<file path="config.mk">
export PLATFORM = sky130hd
export DESIGN_NAME = ljpfa_queue
export DESIGN_NICKNAME = d
export VERILOG_FILES = /design/src/rtl/ljpfa_pkg.sv /design/src/rtl/ljpfa_queue.sv
export SDC_FILE = /design/constraint.sdc
export NUM_CORES = 1
export LEC_CHECK = 0
export BUFFER_PORTS_ARGS = -buffer_cell sky130_fd_sc_hd__buf_2
export CAP_MARGIN = 30
export CORE_UTILIZATION = 42
export CTS_CLUSTER_DIAMETER = 60
export DETAILED_ROUTE_END_ITERATION = 10
export GPL_ROUTABILITY_DRIVEN = 0
export PLACE_DENSITY = 0.63
export SLEW_MARGIN = 20
export SYNTH_ARGS = -nofsm -noshare
export SYNTH_HDL_FRONTEND = slang
export SYNTH_SLANG_ARGS = --single-unit
</file>
<file path="constraint.sdc">
create_clock -name clk -period 6.3 [get_ports clk]
set_clock_uncertainty 0.1 [all_clocks]
set_input_delay 0.315 -clock clk [delete_from_list [all_inputs] [get_ports clk]]
set_output_delay 0.315 -clock clk [all_outputs]
set_load 0.02 [all_outputs]
</file>
<file path="src/rtl/ljpfa_pkg.sv">
`timescale 1ns / 1ps
// Shared types, constants and arithmetic helpers for the 12-6 pair force accumulator.
// Used by every module of the block; depends on nothing.

package ljpfa_pkg;

    localparam int FRAC_BITS = 16;
    localparam int CFG_W     = 31;
    localparam int POS_W     = 32;
    localparam int OUT_W     = 48;
    localparam int MAG_W     = 31;                 // separation magnitude kept after range check
    localparam int SEP_W     = 36;                 // wrapped separation, signed
    localparam int SQ_W      = 2 * MAG_W;
    localparam int R2_W      = SQ_W + 1;
    localparam int MUL_W     = 62;                 // multiplier operand width
    localparam int PROD_W    = 2 * MUL_W;
    localparam int PROD_LIM  = 64;                 // products at or above 2^64 cap
    localparam int RES_W     = 61;                 // capped product, at most 2^60
    localparam int DIV_W     = 2 * FRAC_BITS + 1;  // quotient bits of 2^(2F) / r2q
    localparam int DCNT_W    = $clog2(DIV_W);
    localparam int MCNT_W    = $clog2(MUL_W + 1);
    localparam int CORE_W    = RES_W + 2;
    localparam int QDEPTH    = 2;
    localparam int QPTR_W    = $clog2(QDEPTH);
    localparam int QCNT_W    = $clog2(QDEPTH + 1);
    localparam int NSTAGE    = 5;

    localparam int CFG_IDX_W = 2;
    localparam logic [CFG_IDX_W-1:0] CFG_BOX_LENGTH   = 2'd0;
    localparam logic [CFG_IDX_W-1:0] CFG_CUTOFF_SQ    = 2'd1;
    localparam logic [CFG_IDX_W-1:0] CFG_ENERGY_SCALE = 2'd2;

    localparam logic [CFG_W-1:0] BOX_RST = 31'd2270233;
    localparam logic [CFG_W-1:0] CUT_RST = 31'd409600;
    localparam logic [CFG_W-1:0] EPS_RST = 31'd65536;

    localparam logic [OUT_W-1:0] OUT_MAX = {1'b0, {(OUT_W-1){1'b1}}};
    localparam logic [OUT_W-1:0] OUT_MIN = {1'b1, {(OUT_W-1){1'b0}}};
    localparam logic [RES_W-1:0] CAP_VAL = {1'b1, {(RES_W-1){1'b0}}};

    typedef struct packed {
        logic             hit;
        logic             last;
        logic             sx;
        logic             sy;
        logic [MAG_W-1:0] ax;
        logic [MAG_W-1:0] ay;
        logic [MAG_W-1:0] r2q;
    } item_t;

    typedef struct packed {
        logic             start;
        logic [MUL_W-1:0] a;
        logic [MUL_W-1:0] b;
    } mul_req_t;

    typedef struct packed {
        logic             done;
        logic [RES_W-1:0] res;
    } mul_rsp_t;

    typedef enum logic [2:0] {
        BK_IDLE,
        BK_DIV,
        BK_MUL_GO,
        BK_MUL_WAIT,
        BK_ACC
    } bk_state_t;

    typedef enum logic [3:0] {
        OP_SQ,
        OP_CUBE,
        OP_INV12,
        OP_G,
        OP_FMAG,
        OP_PFX,
        OP_PFY,
        OP_VIR,
        OP_PEN
    } op_t;

    // subtract the box once when the separation exceeds half of it
    function automatic logic signed [SEP_W-1:0] wrap_hi(input logic signed [SEP_W-1:0] d,
                                                         input logic [CFG_W-1:0] len);
        logic signed [SEP_W:0] twice;
        logic signed [SEP_W:0] lext;
        twice = {d, 1'b0};
        lext  = $signed({{(SEP_W+1-CFG_W){1'b0}}, len});
        return (twice > lext) ? d - $signed({{(SEP_W-CFG_W){1'b0}}, len}) : d;
    endfunction

    function automatic logic signed [SEP_W-1:0] wrap_lo(input logic signed [SEP_W-1:0] d,
                                                         input logic [CFG_W-1:0] len);
        logic signed [SEP_W:0] twice;
        logic signed [SEP_W:0] lext;
        twice = {d, 1'b0};
        lext  = $signed({{(SEP_W+1-CFG_W){1'b0}}, len});
        return (twice < -lext) ? d + $signed({{(SEP_W-CFG_W){1'b0}}, len}) : d;
    endfunction

    // apply sign to a capped magnitude and clamp to the output width
    function automatic logic [OUT_W-1:0] sat_mag(input logic [RES_W-1:0] mag, input logic neg);
        logic [OUT_W-1:0] r;
        if (!neg)
        begin
            r = (mag > RES_W'(OUT_MAX)) ? OUT_MAX : mag[OUT_W-1:0];
        end
        else
        begin
            r = (mag > RES_W'(OUT_MIN)) ? OUT_MIN : OUT_W'(-mag[OUT_W-1:0]);
        end
        return r;
    endfunction

    function automatic logic [OUT_W-1:0] sat_add(input logic [OUT_W-1:0] a,
                                                 input logic [OUT_W-1:0] b);
        logic [OUT_W:0]   s;
        logic [OUT_W-1:0] r;
        s = {a[OUT_W-1], a} + {b[OUT_W-1], b};
        if (s[OUT_W] != s[OUT_W-1])
        begin
            r = s[OUT_W] ? OUT_MIN : OUT_MAX;
        end
        else
        begin
            r = s[OUT_W-1:0];
        end
        return r;
    endfunction

endpackage

</file>
<file path="src/rtl/ljpfa_queue.sv">
`timescale 1ns / 1ps
// Short queue of classified pair words between the front pipe and the back sequencer.
// Depends on ljpfa_pkg.

module ljpfa_queue (
    input  logic             clk,
    input  logic             rst_n,
    input  logic             push,
    input  ljpfa_pkg::item_t wdata,
    output logic             full,
    input  logic             pop,
    output ljpfa_pkg::item_t rdata,
    output logic             empty
);

    ljpfa_pkg::item_t                mem_reg [ljpfa_pkg::QDEPTH];
    logic [ljpfa_pkg::QPTR_W-1:0]    wptr_reg, rptr_reg;
    logic [ljpfa_pkg::QCNT_W-1:0]    cnt_reg;

    assign full  = (cnt_reg == ljpfa_pkg::QCNT_W'(ljpfa_pkg::QDEPTH));
    assign empty = (cnt_reg == '0);
    assign rdata = mem_reg[rptr_reg];

    always_ff @(posedge clk or negedge rst_n)
    begin
        if (!rst_n)
        begin
            wptr_reg <= '0;
            rptr_reg <= '0;
            cnt_reg  <= '0;
        end
        else
        begin
            if (push)
            begin
                wptr_reg <= wptr_reg + 1'b1;
            end
            if (pop)
            begin
                rptr_reg <= rptr_reg + 1'b1;
            end
            if (push && !pop)
            begin
                cnt_reg <= cnt_reg + 1'b1;
            end
            else if (pop && !push)
            begin
                cnt_reg <= cnt_reg - 1'b1;
            end
        end
    end

    always_ff @(posedge clk)
    begin
        if (push)
        begin
            mem_reg[wptr_reg] <= wdata;
        end
    end

endmodule

</file>
# Word-level counts from Yosys, hierarchy flattened
# Memory sizes are Yosys's and may differ from the RTL's.
# Cells that the tools add are included.
dict set report op_classes {
  n_addsub 4
  n_eq_ne 1
  mux 4
  n_reduce_logical 6
}
# cell n
set ops {}
lappend ops {{$mux 2} 2}
lappend ops {{$add 1x1->1 const B} 2}
lappend ops {{$add 2x1->2 const B} 1}
lappend ops {{$eq 2x2->1 const B} 1}
lappend ops {{$logic_and 1x1->1} 2}
lappend ops {{$logic_not 1->1} 2}
lappend ops {{$logic_not 2->1} 1}
lappend ops {{$mux 1} 2}
lappend ops {{$reduce_bool 2->1} 1}
lappend ops {{$sub 2x1->2 const B} 1}
dict set report word_totals {
  regBits 4
  mem_bits_rw 194
  inputBits 101
  output_inout_bits 99
  wordCells 19
  memories 1
}
# name depth word_bits read_ports rd_clocked_by_memory_dff write_ports line
set mem_list {}
lappend mem_list {mem_reg 2 97 1 0 1 ljpfa_queue.sv:16} ;# ljpfa_pkg::item_t mem_reg [ljpfa_pkg::QDEPTH];

# Logic depth before layout (Yosys ltp)
dict set report logic_depth {
  ltp_word 4
  mapped_depth 5
  ltp_nobuf 5
}

# Least setup slack after synthesis
# Ideal clock, no wire load.
dict set report synth_path {
  path_type {reg-to-reg}
  startpoint {register wptr_reg}
  endpoint {memory mem_reg[0][0] (netlist bit), enable pin}
  setup_ns 0.565
  arrival_ns 4.697
  required_time_ns 5.635
  path_slack_ns 0.938
  path_stages_with_launch 2
  n_path_buf 0
  synth_period_minus_slack_ns 5.362
  path_cell_list {dfrtp_1 nor2b_1}
}
# element line
set synth_lines {}
lappend synth_lines {{start: declaration} ljpfa_queue.sv:17} ;# logic [ljpfa_pkg::QPTR_W-1:0] wptr_reg, rptr_reg;
lappend synth_lines {{start signal: assignment} ljpfa_queue.sv:36} ;# wptr_reg <= wptr_reg + 1'b1;
lappend synth_lines {{end: declaration} ljpfa_queue.sv:16}
# No word-level cell before the write port.

==> run metrics <==
first-pass detailed-route iteration total 4; Max FO, Critical Path 48; final hold violation count 0; Critical Path, Cell by Cell buf_4, buf_16, mux2_2, buf_2; LEAKAGE 3.87 nW; Die Height 133 um; vias in the first global route 4282; core area 16700 um^2; Peak supply drop 221 uV; outcome finished, final reports clean; count of cell types in the netlist 13; max FFs per register 194; Max-slew headroom 0.437; layout cell share with drive strength beyond 1 0.512; Synth top area share 0.802; GRT Max-Usage Layer met2; Final nets 731; Worst Setup Path Type flip-flop to primary output; worst skew pair latency 0.42 ns; Power Density 419 nW/um^2; fin crit share 0.453; Final Instance Area 10000 um^2; Ant. Diodes 0; worst min path class input pin to flip-flop; io pins 200; first-pass GRT wire length 21.6 mm; clk root buf clkbuf_16; Slew @ Worst Pin 0.844 ns; largest net degree at the start of global routing 72; met3 GRT Util 0.0613; total power 4.21 mW; placed cell area 8510 um^2; post-synth top area cell edfxtp_1; row count 47; Startpoint Class flip-flop; CP max stage delay 0.69 ns; Total GRT Usage 0.162; DRT Wirelength 13.8 mm; final setup vio count 0; Max Freq 0.351 GHz; count leader, synth edfxtp_1; cells after synthesis 318; yosys warns 0; total grt overflow 0; TritonCTS clock tree done; Iter 0 DRT Violations 215; met2 Use GR 0.276; Die X-Extent 133 um; H-Tree Level Count 4; async set-reset flop share out of synthesis 0.0202; GR Util met1 0.179; arrival time worst endpoint 2.44 ns; post-synthesis sequential area ratio 0.816; Crit. End Element primary output; Synth area leaders edfxtp_1 (80%), mux2_2 (12%), mux2_4 (4.1%); CTS clock-pin slew for the worst setup and hold paths 0.06 ns; hpwl dp 8.53 mm; Vias/cell 4.65; initial antenna violation count 0; Max Cap Violations 0; P&R area growth vs syn 38.4%; WP data required 5.88 ns; post-CTS resize count 0; CP max stage cell dfrtp_4; Mapped Area 7260 um^2; Avg Inst Size Synth 22.8 um^2; die area 17800 um^2; Tmin final 2.85 ns; ys flop type edfxtp_1; syn nets 420; fin. max-slew vios 0; number of buffers created by CTS 17; RSZ-0062 raised after global routing false; Vias 4005; TNS Setup 0 ns; # clock sinks 198; ANT nets after route 0; clk buf depth 2; register bit count reported by yosys 198; PortBufs 199; Post-synth EDFFs 194; Initial Utilization 0.435; leading cell types by count after synthesis edfxtp_1 (194), mux2_2 (77), mux2_4 (20); DRC 0; WL per Instance 16.1 um
logic make-up after synthesis:
logic type	after synthesis	synth area share
XOR/XNOR	5	0.00603
adder cells (fa/ha/maj)	1	0.00172
buffers and inverters	12	0.0115
flip-flops	198	0.816
multiplexers	97	0.161
AND/OR/NAND/NOR	5	0.00362
per-stage QoR:
stage | util | instances | hold slack [ns] | setup WS (ns)
6_report | 0.602 | 862 | 0.0341 | 3.45
3_3_place_gp | 0.508 | 729 | 0.0294 | 3.69
4_1_cts | 0.601 | 861 | 0.0118 | 3.41
3_5_place_dp | 0.510 | 730 | 0.0349 | 3.69
2_1_floorplan | - | 318 | -0.0806 | 0.938
5_1_grt | 0.602 | 862 | 0.0313 | 3.33
per-layer routing:
layer	wire [um]	vias to the layer above
li1	-	1884
met4	289	0
met1	5560	1946
met3	1070	24
met5	0	-
met2	6940	151
critical path: cells and delay by family, from the launching register on:
family                 cells  cell delay [ns]
multiplexers               1             0.38
flip-flops                 1             0.69
buffers and inverters      3             0.87
where the power goes:
part | switching, mW | internal, mW
Combinational | 0.799 | 0.598
Sequential | 0.0968 | 1.75
Clock | 0.432 | 0.536
what timing repair did:
action / in CTS / in global routing
buffers inserted: 0 / 0
hold buffers: 99 / 0
endpoints found under the hold margin: 199 / 0
worst paths after layout:
| kind | end | from | depth (start not counted) | slack (ns) |
|---|---|---|---|---|
| max | rdata[78] | rptr_reg$_DFFE_PN0P_ | 4 | 3.45 |
| min | wptr_reg$_DFFE_PN0P_ | push | 2 | 0.03 |
| max reg2reg | mem_reg[0][92]$_DFFE_PP_ | wptr_reg$_DFFE_PN0P_ | 3 | 3.96 |
| min reg2reg | cnt_reg[1]$_DFFE_PN0P_ | cnt_reg[1]$_DFFE_PN0P_ | 1 | 0.39 |
| max in group asynchronous | rptr_reg$_DFFE_PN0P_ | rst_n | 2 | 5.81 |
| min in group asynchronous | cnt_reg[1]$_DFFE_PN0P_ | rst_n | 2 | 0.14 |
layout make-up:
class,count,area [um^2]
fillers,1270,6650
flip-flops and latches,198,5930
repair buffers,303,2060
multi-input cells,108,1260
clock buffers,20,437
well taps,220,275
clock inverters,12,87.6
inverters,1,3.75
layout by cell type (no fill, tap or decap), types with 2 or more instances in the layout:
cell type,count
xor2_1,4
dlygate4sd3_1,99
nor2_1,2
clkbuf_1,3
buf_2,199
clkinv_2,4
clkinvlp_4,3
mux2_2,77
dfrtp_1,3
clkinv_1,4
buf_4,3
mux2_4,20
clkbuf_16,17
edfxtp_1,194
Note: power is estimated with default switching activity, not from simulation.
