`src/rtl/ljpfa_pkg.sv`:
```
`timescale 1ns / 1ps
// Shared types, constants and arithmetic helpers for the 12-6 pair force accumulator.
// Used by every module of the block; depends on nothing.

package ljpfa_pkg;

    localparam int FRAC_BITS = 16;
    localparam int CFG_W     = 31;
    localparam int POS_W     = 32;
    localparam int OUT_W     = 48;
    localparam int MAG_W     = 31;                 // separation magnitude kept after range check
    localparam int SEP_W     = 36;                 // wrapped separation, signed
    localparam int SQ_W      = 2 * MAG_W;
    localparam int R2_W      = SQ_W + 1;
    localparam int MUL_W     = 62;                 // multiplier operand width
    localparam int PROD_W    = 2 * MUL_W;
    localparam int PROD_LIM  = 64;                 // products at or above 2^64 cap
    localparam int RES_W     = 61;                 // capped product, at most 2^60
    localparam int DIV_W     = 2 * FRAC_BITS + 1;  // quotient bits of 2^(2F) / r2q
    localparam int DCNT_W    = $clog2(DIV_W);
    localparam int MCNT_W    = $clog2(MUL_W + 1);
    localparam int CORE_W    = RES_W + 2;
    localparam int QDEPTH    = 2;
    localparam int QPTR_W    = $clog2(QDEPTH);
    localparam int QCNT_W    = $clog2(QDEPTH + 1);
    localparam int NSTAGE    = 5;

    localparam int CFG_IDX_W = 2;
    localparam logic [CFG_IDX_W-1:0] CFG_BOX_LENGTH   = 2'd0;
    localparam logic [CFG_IDX_W-1:0] CFG_CUTOFF_SQ    = 2'd1;
    localparam logic [CFG_IDX_W-1:0] CFG_ENERGY_SCALE = 2'd2;

    localparam logic [CFG_W-1:0] BOX_RST = 31'd2270233;
    localparam logic [CFG_W-1:0] CUT_RST = 31'd409600;
    localparam logic [CFG_W-1:0] EPS_RST = 31'd65536;

    localparam logic [OUT_W-1:0] OUT_MAX = {1'b0, {(OUT_W-1){1'b1}}};
    localparam logic [OUT_W-1:0] OUT_MIN = {1'b1, {(OUT_W-1){1'b0}}};
    localparam logic [RES_W-1:0] CAP_VAL = {1'b1, {(RES_W-1){1'b0}}};

    typedef struct packed {
        logic             hit;
        logic             last;
        logic             sx;
        logic             sy;
        logic [MAG_W-1:0] ax;
        logic [MAG_W-1:0] ay;
        logic [MAG_W-1:0] r2q;
    } item_t;

    typedef struct packed {
        logic             start;
        logic [MUL_W-1:0] a;
        logic [MUL_W-1:0] b;
    } mul_req_t;

    typedef struct packed {
        logic             done;
        logic [RES_W-1:0] res;
    } mul_rsp_t;

    typedef enum logic [2:0] {
        BK_IDLE,
        BK_DIV,
        BK_MUL_GO,
        BK_MUL_WAIT,
        BK_ACC
    } bk_state_t;

    typedef enum logic [3:0] {
        OP_SQ,
        OP_CUBE,
        OP_INV12,
        OP_G,
        OP_FMAG,
        OP_PFX,
        OP_PFY,
        OP_VIR,
        OP_PEN
    } op_t;

    // subtract the box once when the separation exceeds half of it
    function automatic logic signed [SEP_W-1:0] wrap_hi(input logic signed [SEP_W-1:0] d,
                                                         input logic [CFG_W-1:0] len);
        logic signed [SEP_W:0] twice;
        logic signed [SEP_W:0] lext;
        twice = {d, 1'b0};
        lext  = $signed({{(SEP_W+1-CFG_W){1'b0}}, len});
        return (twice > lext) ? d - $signed({{(SEP_W-CFG_W){1'b0}}, len}) : d;
    endfunction

    function automatic logic signed [SEP_W-1:0] wrap_lo(input logic signed [SEP_W-1:0] d,
                                                         input logic [CFG_W-1:0] len);
        logic signed [SEP_W:0] twice;
        logic signed [SEP_W:0] lext;
        twice = {d, 1'b0};
        lext  = $signed({{(SEP_W+1-CFG_W){1'b0}}, len});
        return (twice < -lext) ? d + $signed({{(SEP_W-CFG_W){1'b0}}, len}) : d;
    endfunction

    // apply sign to a capped magnitude and clamp to the output width
    function automatic logic [OUT_W-1:0] sat_mag(input logic [RES_W-1:0] mag, input logic neg);
        logic [OUT_W-1:0] r;
        if (!neg)
        begin
            r = (mag > RES_W'(OUT_MAX)) ? OUT_MAX : mag[OUT_W-1:0];
        end
        else
        begin
            r = (mag > RES_W'(OUT_MIN)) ? OUT_MIN : OUT_W'(-mag[OUT_W-1:0]);
        end
        return r;
    endfunction

    function automatic logic [OUT_W-1:0] sat_add(input logic [OUT_W-1:0] a,
                                                 input logic [OUT_W-1:0] b);
        logic [OUT_W:0]   s;
        logic [OUT_W-1:0] r;
        s = {a[OUT_W-1], a} + {b[OUT_W-1], b};
        if (s[OUT_W] != s[OUT_W-1])
        begin
            r = s[OUT_W] ? OUT_MIN : OUT_MAX;
        end
        else
        begin
            r = s[OUT_W-1:0];
        end
        return r;
    endfunction

endpackage

```
`src/rtl/ljpfa_mul.sv`:
```
`timescale 1ns / 1ps
// Shift-add multiplier, one operand bit per cycle, with product scaling and cap.
// Depends on ljpfa_pkg.

module ljpfa_mul (
    input  logic                clk,
    input  logic                rst_n,
    input  ljpfa_pkg::mul_req_t req,
    output ljpfa_pkg::mul_rsp_t rsp
);

    logic [ljpfa_pkg::MUL_W-1:0]  a_reg, b_reg;
    logic [ljpfa_pkg::PROD_W-1:0] acc_reg;
    logic [ljpfa_pkg::MCNT_W-1:0] cnt_reg;
    logic                         done_reg;
    logic [ljpfa_pkg::MUL_W:0]    sum;

    assign sum = {1'b0, acc_reg[ljpfa_pkg::PROD_W-1:ljpfa_pkg::MUL_W]}
               + (b_reg[0] ? {1'b0, a_reg} : '0);

    always_ff @(posedge clk or negedge rst_n)
    begin
        if (!rst_n)
        begin
            cnt_reg  <= '0;
            done_reg <= 1'b0;
        end
        else
        begin
            done_reg <= (cnt_reg == ljpfa_pkg::MCNT_W'(1));
            if (req.start)
            begin
                cnt_reg <= ljpfa_pkg::MCNT_W'(ljpfa_pkg::MUL_W);
            end
            else if (cnt_reg != '0)
            begin
                cnt_reg <= cnt_reg - 1'b1;
            end
        end
    end

    always_ff @(posedge clk)
    begin
        if (req.start)
        begin
            a_reg   <= req.a;
            b_reg   <= req.b;
            acc_reg <= '0;
        end
        else if (cnt_reg != '0)
        begin
            acc_reg <= {sum, acc_reg[ljpfa_pkg::MUL_W-1:1]};
            b_reg   <= b_reg >> 1;
        end
    end

    assign rsp.done = done_reg;
    assign rsp.res  = (|acc_reg[ljpfa_pkg::PROD_W-1:ljpfa_pkg::PROD_LIM])
                    ? ljpfa_pkg::CAP_VAL
                    : ljpfa_pkg::RES_W'(acc_reg[ljpfa_pkg::PROD_LIM-1:ljpfa_pkg::FRAC_BITS]);

endmodule

```
`src/rtl/ljpfa_back.sv`:
```
`timescale 1ns / 1ps
// Back sequencer: reciprocal divide, power and force chain on the shared multiplier,
// running totals and the result register. Depends on ljpfa_pkg and ljpfa_mul.

module ljpfa_back (
    input  logic                                clk,
    input  logic                                rst_n,
    input  logic [ljpfa_pkg::CFG_W-1:0]         energy_scale,
    input  logic                                q_empty,
    input  ljpfa_pkg::item_t                    q_item,
    output logic                                q_pop,
    output logic                                out_valid,
    input  logic                                out_stall,
    output logic signed [ljpfa_pkg::OUT_W-1:0]  pair_fx,
    output logic signed [ljpfa_pkg::OUT_W-1:0]  pair_fy,
    output logic signed [ljpfa_pkg::OUT_W-1:0]  pair_vir,
    output logic signed [ljpfa_pkg::OUT_W-1:0]  pair_energy,
    output logic                                in_range,
    output logic signed [ljpfa_pkg::OUT_W-1:0]  total_fx,
    output logic signed [ljpfa_pkg::OUT_W-1:0]  total_fy,
    output logic signed [ljpfa_pkg::OUT_W-1:0]  total_virial,
    output logic signed [ljpfa_pkg::OUT_W-1:0]  total_energy,
    output logic                                done_res
);

    localparam int OW = ljpfa_pkg::OUT_W;
    localparam int RW = ljpfa_pkg::RES_W;
    localparam int MW = ljpfa_pkg::MUL_W;
    localparam int MG = ljpfa_pkg::MAG_W;

    ljpfa_pkg::bk_state_t state_reg, state_next;
    ljpfa_pkg::op_t       op_reg, op_next;
    ljpfa_pkg::mul_req_t  mreq;
    ljpfa_pkg::mul_rsp_t  mrsp;
    logic                 mul_start;

    logic          hit_reg, hit_next, last_reg, last_next, sx_reg, sx_next, sy_reg, sy_next;
    logic [MG-1:0] ax_reg, ax_next, ay_reg, ay_next, r2q_reg, r2q_next;
    logic [MG-1:0] rem_reg, rem_next;
    logic [MG:0]   rem_sh;
    logic [ljpfa_pkg::DIV_W-1:0]  quot_reg, quot_next;
    logic [ljpfa_pkg::DCNT_W-1:0] cnt_reg, cnt_next;
    logic          qbit;
    logic [RW-1:0] t_reg, t_next, inv6_reg, inv6_next, inv12_reg, inv12_next;
    logic [RW-1:0] g_reg, g_next, fmag_reg, fmag_next;
    logic          fneg_reg, fneg_next;
    logic [OW-1:0] pfx_reg, pfx_next, pfy_reg, pfy_next, pvir_reg, pvir_next, pen_reg, pen_next;
    logic [OW-1:0] afx_reg, afx_next, afy_reg, afy_next, avir_reg, avir_next;
    logic [OW-1:0] aen_reg, aen_next;
    logic [OW-1:0] sfx, sfy, svir, sen;
    logic          out_valid_reg, out_valid_next;
    logic          load_out;
    logic signed [ljpfa_pkg::CORE_W-1:0] core_f, core_e;
    logic [ljpfa_pkg::CORE_W-1:0]        core_f_mag, core_e_mag;
    logic [MW-1:0] eps24, eps4;

    logic [OW-1:0] o_pfx_reg, o_pfy_reg, o_pvir_reg, o_pen_reg;
    logic [OW-1:0] o_tfx_reg, o_tfy_reg, o_tvir_reg, o_ten_reg;
    logic          o_hit_reg, o_done_reg;

    ljpfa_mul u_mul (
        .clk   (clk),
        .rst_n (rst_n),
        .req   (mreq),
        .rsp   (mrsp)
    );

    assign core_f     = $signed({1'b0, inv12_reg, 1'b0}) - $signed({2'b0, inv6_reg});
    assign core_e     = $signed({2'b0, inv12_reg}) - $signed({2'b0, inv6_reg});
    assign core_f_mag = core_f[ljpfa_pkg::CORE_W-1] ? ljpfa_pkg::CORE_W'(-core_f) : core_f;
    assign core_e_mag = core_e[ljpfa_pkg::CORE_W-1] ? ljpfa_pkg::CORE_W'(-core_e) : core_e;
    assign eps24      = (MW'(energy_scale) << 4) + (MW'(energy_scale) << 3);
    assign eps4       = MW'(energy_scale) << 2;

    // operand select for the current step of the force chain
    always_comb
    begin
        mreq.start = mul_start;
        mreq.a = MW'(quot_reg);
        mreq.b = MW'(quot_reg);
        case (op_reg)
            ljpfa_pkg::OP_SQ:
            begin
                mreq.a = MW'(quot_reg);
                mreq.b = MW'(quot_reg);
            end
            ljpfa_pkg::OP_CUBE:
            begin
                mreq.a = MW'(t_reg);
                mreq.b = MW'(quot_reg);
            end
            ljpfa_pkg::OP_INV12:
            begin
                mreq.a = MW'(inv6_reg);
                mreq.b = MW'(inv6_reg);
            end
            ljpfa_pkg::OP_G:
            begin
                mreq.a = eps24;
                mreq.b = MW'(quot_reg);
            end
            ljpfa_pkg::OP_FMAG:
            begin
                mreq.a = core_f_mag[MW-1:0];
                mreq.b = MW'(g_reg);
            end
            ljpfa_pkg::OP_PFX:
            begin
                mreq.a = MW'(ax_reg);
                mreq.b = MW'(fmag_reg);
            end
            ljpfa_pkg::OP_PFY:
            begin
                mreq.a = MW'(ay_reg);
                mreq.b = MW'(fmag_reg);
            end
            ljpfa_pkg::OP_VIR:
            begin
                mreq.a = MW'(fmag_reg);
                mreq.b = MW'(r2q_reg);
            end
            ljpfa_pkg::OP_PEN:
            begin
                mreq.a = core_e_mag[MW-1:0];
                mreq.b = eps4;
            end
            default:
            begin
                mreq.a = '0;
                mreq.b = '0;
            end
        endcase
    end

    always_comb
    begin
        sfx  = ljpfa_pkg::sat_add(afx_reg, pfx_reg);
        sfy  = ljpfa_pkg::sat_add(afy_reg, pfy_reg);
        svir = ljpfa_pkg::sat_add(avir_reg, pvir_reg);
        sen  = ljpfa_pkg::sat_add(aen_reg, pen_reg);
        rem_sh = {rem_reg, (cnt_reg == ljpfa_pkg::DCNT_W'(ljpfa_pkg::DIV_W - 1))};
        qbit   = (rem_sh >= {1'b0, r2q_reg});
    end

    always_comb
    begin
        state_next = state_reg;
        op_next    = op_reg;
        hit_next   = hit_reg;
        last_next  = last_reg;
        sx_next    = sx_reg;
        sy_next    = sy_reg;
        ax_next    = ax_reg;
        ay_next    = ay_reg;
        r2q_next   = r2q_reg;
        rem_next   = rem_reg;
        quot_next  = quot_reg;
        cnt_next   = cnt_reg;
        t_next     = t_reg;
        inv6_next  = inv6_reg;
        inv12_next = inv12_reg;
        g_next     = g_reg;
        fmag_next  = fmag_reg;
        fneg_next  = fneg_reg;
        pfx_next   = pfx_reg;
        pfy_next   = pfy_reg;
        pvir_next  = pvir_reg;
        pen_next   = pen_reg;
        afx_next   = afx_reg;
        afy_next   = afy_reg;
        avir_next  = avir_reg;
        aen_next   = aen_reg;
        q_pop      = 1'b0;
        mul_start  = 1'b0;
        load_out   = 1'b0;
        out_valid_next = out_valid_reg && out_stall;

        case (state_reg)
            ljpfa_pkg::BK_IDLE:
            begin
                if (!q_empty)
                begin
                    q_pop     = 1'b1;
                    hit_next  = q_item.hit;
                    last_next = q_item.last;
                    sx_next   = q_item.sx;
                    sy_next   = q_item.sy;
                    ax_next   = q_item.ax;
                    ay_next   = q_item.ay;
                    r2q_next  = q_item.r2q;
                    pfx_next  = '0;
                    pfy_next  = '0;
                    pvir_next = '0;
                    pen_next  = '0;
                    rem_next  = '0;
                    quot_next = '0;
                    cnt_next  = ljpfa_pkg::DCNT_W'(ljpfa_pkg::DIV_W - 1);
                    state_next = q_item.hit ? ljpfa_pkg::BK_DIV : ljpfa_pkg::BK_ACC;
                end
            end
            ljpfa_pkg::BK_DIV:
            begin
                // one quotient bit of 2^(2F) / r2q per cycle
                rem_next  = qbit ? MG'(rem_sh - {1'b0, r2q_reg}) : rem_sh[MG-1:0];
                quot_next = {quot_reg[ljpfa_pkg::DIV_W-2:0], qbit};
                if (cnt_reg == '0)
                begin
                    op_next    = ljpfa_pkg::OP_SQ;
                    state_next = ljpfa_pkg::BK_MUL_GO;
                end
                else
                begin
                    cnt_next = cnt_reg - 1'b1;
                end
            end
            ljpfa_pkg::BK_MUL_GO:
            begin
                mul_start  = 1'b1;
                state_next = ljpfa_pkg::BK_MUL_WAIT;
            end
            ljpfa_pkg::BK_MUL_WAIT:
            begin
                if (mrsp.done)
                begin
                    state_next = ljpfa_pkg::BK_MUL_GO;
                    case (op_reg)
                        ljpfa_pkg::OP_SQ:
                        begin
                            t_next  = mrsp.res;
                            op_next = ljpfa_pkg::OP_CUBE;
                        end
                        ljpfa_pkg::OP_CUBE:
                        begin
                            inv6_next = mrsp.res;
                            op_next   = ljpfa_pkg::OP_INV12;
                        end
                        ljpfa_pkg::OP_INV12:
                        begin
                            inv12_next = mrsp.res;
                            op_next    = ljpfa_pkg::OP_G;
                        end
                        ljpfa_pkg::OP_G:
                        begin
                            g_next  = mrsp.res;
                            op_next = ljpfa_pkg::OP_FMAG;
                        end
                        ljpfa_pkg::OP_FMAG:
                        begin
                            fmag_next = mrsp.res;
                            fneg_next = core_f[ljpfa_pkg::CORE_W-1];
                            op_next   = ljpfa_pkg::OP_PFX;
                        end
                        ljpfa_pkg::OP_PFX:
                        begin
                            pfx_next = ljpfa_pkg::sat_mag(mrsp.res, sx_reg ^ fneg_reg);
                            op_next  = ljpfa_pkg::OP_PFY;
                        end
                        ljpfa_pkg::OP_PFY:
                        begin
                            pfy_next = ljpfa_pkg::sat_mag(mrsp.res, sy_reg ^ fneg_reg);
                            op_next  = ljpfa_pkg::OP_VIR;
                        end
                        ljpfa_pkg::OP_VIR:
                        begin
                            pvir_next = ljpfa_pkg::sat_mag(mrsp.res, fneg_reg);
                            op_next   = ljpfa_pkg::OP_PEN;
                        end
                        ljpfa_pkg::OP_PEN:
                        begin
                            pen_next   = ljpfa_pkg::sat_mag(mrsp.res, core_e[ljpfa_pkg::CORE_W-1]);
                            state_next = ljpfa_pkg::BK_ACC;
                        end
                        default:
                        begin
                            state_next = ljpfa_pkg::BK_IDLE;
                        end
                    endcase
                end
            end
            ljpfa_pkg::BK_ACC:
            begin
                // hold until the result register is free
                if (!(out_valid_reg && out_stall))
                begin
                    load_out       = 1'b1;
                    out_valid_next = 1'b1;
                    afx_next  = last_reg ? '0 : sfx;
                    afy_next  = last_reg ? '0 : sfy;
                    avir_next = last_reg ? '0 : svir;
                    aen_next  = last_reg ? '0 : sen;
                    state_next = ljpfa_pkg::BK_IDLE;
                end
            end
            default:
            begin
                state_next = ljpfa_pkg::BK_IDLE;
            end
        endcase
    end

    always_ff @(posedge clk or negedge rst_n)
    begin
        if (!rst_n)
        begin
            state_reg     <= ljpfa_pkg::BK_IDLE;
            op_reg        <= ljpfa_pkg::OP_SQ;
            cnt_reg       <= '0;
            out_valid_reg <= 1'b0;
            afx_reg       <= '0;
            afy_reg       <= '0;
            avir_reg      <= '0;
            aen_reg       <= '0;
        end
        else
        begin
            state_reg     <= state_next;
            op_reg        <= op_next;
            cnt_reg       <= cnt_next;
            out_valid_reg <= out_valid_next;
            afx_reg       <= afx_next;
            afy_reg       <= afy_next;
            avir_reg      <= avir_next;
            aen_reg       <= aen_next;
        end
    end

    always_ff @(posedge clk)
    begin
        hit_reg   <= hit_next;
        last_reg  <= last_next;
        sx_reg    <= sx_next;
        sy_reg    <= sy_next;
        ax_reg    <= ax_next;
        ay_reg    <= ay_next;
        r2q_reg   <= r2q_next;
        rem_reg   <= rem_next;
        quot_reg  <= quot_next;
        t_reg     <= t_next;
        inv6_reg  <= inv6_next;
        inv12_reg <= inv12_next;
        g_reg     <= g_next;
        fmag_reg  <= fmag_next;
        fneg_reg  <= fneg_next;
        pfx_reg   <= pfx_next;
        pfy_reg   <= pfy_next;
        pvir_reg  <= pvir_next;
        pen_reg   <= pen_next;
        if (load_out)
        begin
            o_pfx_reg  <= pfx_reg;
            o_pfy_reg  <= pfy_reg;
            o_pvir_reg <= pvir_reg;
            o_pen_reg  <= pen_reg;
            o_hit_reg  <= hit_reg;
            o_tfx_reg  <= sfx;
            o_tfy_reg  <= sfy;
            o_tvir_reg <= svir;
            o_ten_reg  <= sen;
            o_done_reg <= last_reg;
        end
    end

    assign out_valid    = out_valid_reg;
    assign pair_fx      = o_pfx_reg;
    assign pair_fy      = o_pfy_reg;
    assign pair_vir     = o_pvir_reg;
    assign pair_energy  = o_pen_reg;
    assign in_range     = o_hit_reg;
    assign total_fx     = o_tfx_reg;
    assign total_fy     = o_tfy_reg;
    assign total_virial = o_tvir_reg;
    assign total_energy = o_ten_reg;
    assign done_res     = o_done_reg;

`ifndef SYNTHESIS
    a_done_in_wait: assert property (@(posedge clk) disable iff (!rst_n)
        mrsp.done |-> state_reg == ljpfa_pkg::BK_MUL_WAIT)
        else $error("multiplier finished outside its wait state");

    a_pop_in_idle: assert property (@(posedge clk) disable iff (!rst_n)
        q_pop |-> (state_reg == ljpfa_pkg::BK_IDLE && !q_empty))
        else $error("queue popped while busy or empty");

    a_div_exit: assert property (@(posedge clk) disable iff (!rst_n)
        state_reg == ljpfa_pkg::BK_DIV |=>
            (state_reg == ljpfa_pkg::BK_DIV || state_reg == ljpfa_pkg::BK_MUL_GO))
        else $error("divide left to an unexpected state");

    a_acc_cleared: assert property (@(posedge clk) disable iff (!rst_n)
        (load_out && last_reg) |=> (afx_reg == '0 && aen_reg == '0))
        else $error("totals not cleared after last pair");
`endif

endmodule
```
`config.mk`:
```
export PLATFORM = sky130hd
export DESIGN_NAME = ljpfa_back
export DESIGN_NICKNAME = d
export VERILOG_FILES = /design/src/rtl/ljpfa_pkg.sv /design/src/rtl/ljpfa_mul.sv /design/src/rtl/ljpfa_back.sv
export SDC_FILE = /design/constraint.sdc
export NUM_CORES = 2
export LEC_CHECK = 0
export BUFFER_PORTS_ARGS = -buffer_cell sky130_fd_sc_hd__clkbuf_2
export CORE_MARGIN = 2
export CORE_UTILIZATION = 60
export CTS_CLUSTER_DIAMETER = 40
export DETAILED_ROUTE_END_ITERATION = 16
export PLACE_DENSITY = 0.79
export SLEW_MARGIN = 40
export SYNTH_ARGS = -nofsm -noshare
export SYNTH_HDL_FRONTEND = slang
export SYNTH_SLANG_ARGS = --single-unit
```
`constraint.sdc`:
```
create_clock -name clk -period 13.2 [get_ports clk]
set_input_delay 1.32 -clock clk [delete_from_list [all_inputs] [get_ports clk]]
set_output_delay 1.32 -clock clk [all_outputs]
set_load 0.03 [all_outputs]
```
Word level (Yosys, flattened, before mapping):

Cells that the tools add are included.

* bits in registers: 1506
* bits in latches: 0
* bits in writable memories: 0
* ROM bits: 0
* input port bits: 132
* output and inout bits: 388
* logic and storage cells: 182
* memories kept: 0

* add/sub/neg operators: 14
* $mul: 0
* divide/modulo/power cells: 0
* magnitude comparators: 3
* equal/unequal tests: 28
* shift-type cells: 0
* muxes and demuxes: 65
* bitwise logic cells: 4
* reductions and logical operators: 26

Operator list (number)
* 48-bit 2-to-1 mux: 27
* 124-bit one-hot mux with 9 select lines: 1
* 48-bit one-hot mux with 2 select lines: 4
* 62-bit 2-to-1 mux: 5
* 48-bit by 48-bit adder with 49-bit output: 4
* 62-bit negator: 2
* 33-bit one-hot mux with 2 select lines: 1
* 62-bit by 63-bit adder with 63-bit output: 1
* 62-bit by 61-bit subtractor with 63-bit output: 1
* 31-bit 2-to-1 mux: 2
* 31-bit one-hot mux with 2 select lines: 1
* 61-bit by 61-bit subtractor with 62-bit output: 1
* 61-bit by 47-bit greater-than comparator with 1-bit output (second input constant): 1
* 61-bit by 48-bit greater-than comparator with 1-bit output (second input constant): 1
* 61-bit 2-to-1 mux: 1
* 60-bit OR reduction: 1
* 48-bit negator: 1
* 35-bit by 34-bit adder with 36-bit output: 1
* 33-bit 2-to-1 mux: 1
* 32-bit by 31-bit >= comparator with 1-bit output: 1
* 4-bit one-hot mux with 8 select lines: 1
* 31-bit subtractor: 1
* 6-bit 2-to-1 mux: 4
* 4-bit AND reduction: 6
* 32 further kinds: 70

Logic depth before layout (Yosys ltp):

* word-level depth: 8
* depth in mapped cells: 20
* depth with buffers taken out: 19

Modules after synthesis:

A second synthesis with hierarchy kept.

* cells, all modules: 8639
* area, all modules: 87047.2 um^2

Modules (own cells, without submodules)
* ljpfa_back: times used 1, cells an instance 7303, area an instance 74204.9 um^2, seq. area each 36535.0 um^2
* ljpfa_mul: times used 1, cells an instance 1336, area an instance 12842.3 um^2, seq. area each 6060.8 um^2

Worst setup path after synthesis:

No wires, ideal clock.

* path kind: in2reg
* from: input port out_stall
* to: register aen_reg[1]
* library setup time: 0.489 ns
* arrival: 9.647 ns
* data required time: 12.711 ns
* setup slack: 3.064 ns
* cell stages on the path: 6
* buffers on the path: 2
* path through: nand2_1 -> nand3_1 -> clkbuf_1 -> clkbuf_1 -> inv_1 -> o21ai_0

* cells in the longest elaborated chain, start to end: 3

RTL lines
* from (decl): line ljpfa_back.sv:13 `input logic out_stall,`
* 1-bit logical AND: line ljpfa_back.sv:283 `if (!(out_valid_reg && out_stall))`
* 1-bit inverter (no line)
* 2-bit AND reduction (no line)
* to (signal assigned): line ljpfa_back.sv:323 `aen_reg <= aen_next;`
* to (decl): line ljpfa_back.sv:49 `logic [OW-1:0] aen_reg, aen_next;`

Every way passes these cells.
A chain may end at the register's enable or synchronous reset.

Worst setup path after layout:

* from: register cnt_reg[0] (netlist bit)
* to: register rem_reg[13] (data pin)

* cells in the longest elaborated chain, start to end: 4
* elaborated cells between the ends (all ways): 5
* those cells by class: 1 x add/sub; 1 x order compare; 1 x eq/ne; 2 x mux

RTL lines
* from (decl): line ljpfa_back.sv:42 `logic [ljpfa_pkg::DCNT_W-1:0] cnt_reg, cnt_next;`
* from (signal assigned): line ljpfa_back.sv:318 `cnt_reg <= cnt_next;`
* 6-bit equality test (*): line ljpfa_back.sv:141 `rem_sh = {rem_reg, (cnt_reg == ljpfa_pkg::DCNT_W'(ljpfa_pkg::DIV_W - 1))};`
* 31-bit subtractor / 32-bit by 31-bit >= comparator with 1-bit output (equally long branches): line ljpfa_back.sv:204, ljpfa_back.sv:142
* 31-bit 2-to-1 mux (*): line ljpfa_back.sv:204 `rem_next = qbit ? MG'(rem_sh - {1'b0, r2q_reg}) : rem_sh[MG-1:0];`
* 31-bit one-hot mux with 2 select lines (*): line ljpfa_back.sv:178 `case (state_reg)`
* to (signal assigned): line ljpfa_back.sv:336 `rem_reg <= rem_next;`
* to (decl): line ljpfa_back.sv:39 `logic [MG-1:0] rem_reg, rem_next;`

Every way passes the cells marked *; elsewhere a longest branch is shown, timed or not.

==> out/metrics.cfg <==
[outcome]
status=finished clean

[clock_network]
numCtsBuffers=188
cts_setup_buffers=0
cts_tree=yes
clk_latency_ns=0.85
cts_resized=0
htree_levels=4
root_buffer=clkbuf_16
clk_pin_slew_ns=0.06
hold_buffers=0
cts_sinks=1429
cts_buffer_depth=3

[place]
dpl.hpwl_mm=202
place_ws_ns=7.42
port_buffers=519
place.gp.congestion=1.04

[final_layout]
largest_reg_flops=108
final_util=0.685
drive_gt1_frac=0.132
filler_cell_count=10111
layout_commonest_cell=edfxtp_1
area_growth_pct=13.6
nNetsFinal=8888
final_cell_mix=1108 x edfxtp_1, 837 x nor2_1, 651 x nand2_1, 651 x a21oi_1, 518 x clkbuf_2

[power_and_ir_drop]
intPower_uw=9310
pwr-share-clk=0.386
p_sw_frac=0.310
p_leak_uw=0.0384
finalPower_uw=13500
irDropWorstVdd_uv=182
power_density_mw_per_mm2=146
net-switching-power_uw=4180
seq_power_share=0.407
power.share.combinational=0.207

[synth]
synth.cell_area_mm2=0.0814
synth-edff-count=1108
synthCells=7937
synthArstFlopShare=0.149
synth_ff_type=edfxtp_1
avgSynthCellArea_um2=10.3
yosysWarnings=0
syn_nets=8499
synth-seq-area-share=0.501
ys_ff_latch=1429
ys_types=119

[timing]
period_needed_ns=5.93
rsz0062_at_grt=no
final_max_slew_viol_count=0
skew_ns=0.0692
relSlewSlack=0.357
timing.final.crit_share=0.449
worst_slew_pin_slew_ns=0.961
tns_ns=0
fmax_ghz=0.169
setup_ws_ns=7.27
hold_viol=0
setup_viol=0
holdWs_ns=0.365

[setup_path]
worstSetupPathType=flip-flop to flip-flop
reg2reg_slack_ns=7.27
startpoint_type=flip-flop
crit_path_max_fanout=19
required_ns=13.78
end_kind=flip-flop
slowest_delay_ns=0.74
arrival_ns=6.50
cp_cell_sequence=inv_1, ha_1, nor4b_1, nand2_1, ha_1, fa_1, nor2b_1, o21ai_0, a21boi_0, o21ai_0, a21oi_1, o221ai_1, a31oi_1, nand4_1, a31oi_1, o41ai_2, a41oi_4, buf_4, mux2i_1, nor2_1
crit_slowest_cell=a41oi_4

[floorplan]
chipHeight_um=372
fp.dieArea_mm2=0.139
fp-row-count=135
die_x_um=372
core_area_mm2=0.135
start_util=0.603
io_pins=520

[grt]
grt_max_degree=170
antenna_found_initial=30
grt_pass1_wl_mm=400
grt_use_total=0.386
grt_pass1_vias=63682
grt_overflow=0

[route]
final_antenna_net_count=0
drtPass1Iterations=7
drc=0
routed_via_density=6.69
routedWlPerCell_um=26.8
routed_wl_mm=276
vias=68931
drt_iter0_markers=10309

[min_path]
min_path_type=input port to asynchronous set/reset pin

[flow_run]
drv_cap=0

routing by layer:
layer | vias to the layer above | wire length, um | track usage
met2 | 4462 | 120000 | 0.572
li1 | 30495 | - | -
met3 | 751 | 33200 | 0.0901
met5 | - | 128 | 0
met4 | 14 | 15200 | 0.194
met1 | 33209 | 108000 | 0.532
synthesized netlist by cell type, types with 38 or more instances:
| library cell | count | area share |
|---|---|---|
| edfxtp_1 | 1108 | 0.41 |
| nor2_1 | 854 | 0.039 |
| nand2_1 | 654 | 0.030 |
| a21oi_1 | 653 | 0.040 |
| o21ai_0 | 450 | 0.028 |
| ha_1 | 421 | 0.065 |
| clkbuf_1 | 357 | 0.016 |
| xnor2_1 | 301 | 0.032 |
| a21o_1 | 265 | 0.024 |
| inv_1 | 244 | 0.011 |
| dfrtp_1 | 213 | 0.065 |
| and2_1 | 169 | 0.013 |
| a211oi_1 | 165 | 0.015 |
| nand3_1 | 154 | 0.0095 |
| xor2_1 | 153 | 0.016 |
| a22oi_1 | 121 | 0.011 |
| nor3_1 | 114 | 0.0070 |
| dfxtp_1 | 108 | 0.027 |
| and3_1 | 93 | 0.0071 |
| nand4_1 | 90 | 0.0069 |
| o21a_1 | 72 | 0.0066 |
| a22o_1 | 71 | 0.0076 |
| maj3_1 | 69 | 0.0085 |
| a222oi_1 | 66 | 0.0081 |
| a31oi_1 | 65 | 0.0050 |
| nand2b_1 | 60 | 0.0046 |
| o21bai_1 | 57 | 0.0053 |
| o211ai_1 | 51 | 0.0047 |
| nor2b_1 | 47 | 0.0036 |
| nor4_1 | 47 | 0.0036 |
| o31ai_1 | 38 | 0.0035 |
layout make-up:
class / instances / area (um2) / share of cell area
multi-input cells: 5849 / 38500 / 0.416
clock inverters: 126 / 1480 / 0.0160
diodes: 29 / 72.6 / 0.000784
flip-flops and latches: 1429 / 40800 / 0.441
clock buffers: 230 / 4990 / 0.0540
well taps: 1781 / 2230 / 0.0241
inverters: 246 / 937 / 0.0101
repair buffers: 612 / 3550 / 0.0384
logic make-up (layout without fill, tap and decap cells):
kind of cell | count (synthesis) | count (layout) | share of synthesized area
AO/OA/AOI/OAI | 2376 | 2376 | 0.193
XOR/XNOR | 454 | 454 | 0.0488
adder cells (fa/ha/maj) | 499 | 499 | 0.0754
buffers and inverters | 659 | 1214 | 0.0315
flip-flops | 1429 | 1429 | 0.501
multiplexers | 39 | 39 | 0.00486
other | 0 | 29 | 0
AND/OR/NAND/NOR | 2481 | 2481 | 0.146
power groups by stage:
stage                     sequential [uW]  clock (uW)  combinational (uW)
after CTS                            5480        5230                2710
after global routing                 5520        5410                3030
after global placement               5560           0                2630
after floorplan                      5430           0                2040
after detailed placement             5570           0                2680
final                                5500        5210                2790
path summary, 6_finish.rpt:
path,startpoint,to,depth (start not counted)
setup / recovery,cnt_reg[0],rem_reg[13],20
hold / removal,rst_n,aen_reg[24],1
setup reg to reg,cnt_reg[0],rem_reg[13],20
hold reg to reg,hit_reg,in_range,0
max in group asynchronous,rst_n,avir_reg[46],5
min in group clk,hit_reg,in_range,0
critical path: cells and delay by family (launching register included):
family	cells	cell delay, ns
AO/OA/AOI/OAI	9	2.65
AND/OR/NAND/NOR	5	0.99
adder cells (fa/ha/maj)	3	0.78
buffers and inverters	2	0.53
flip-flops	1	0.42
multiplexers	1	0.28
stage by stage:
step | area [um2] | std cells
global route | 92400 | 10275
finish | 92500 | 10302
global placement | 85600 | 9904
floorplan | 81400 | 7937
detailed placement | 85700 | 9910
CTS | 92200 | 10266
Note: power is estimated with default switching activity, not from simulation.
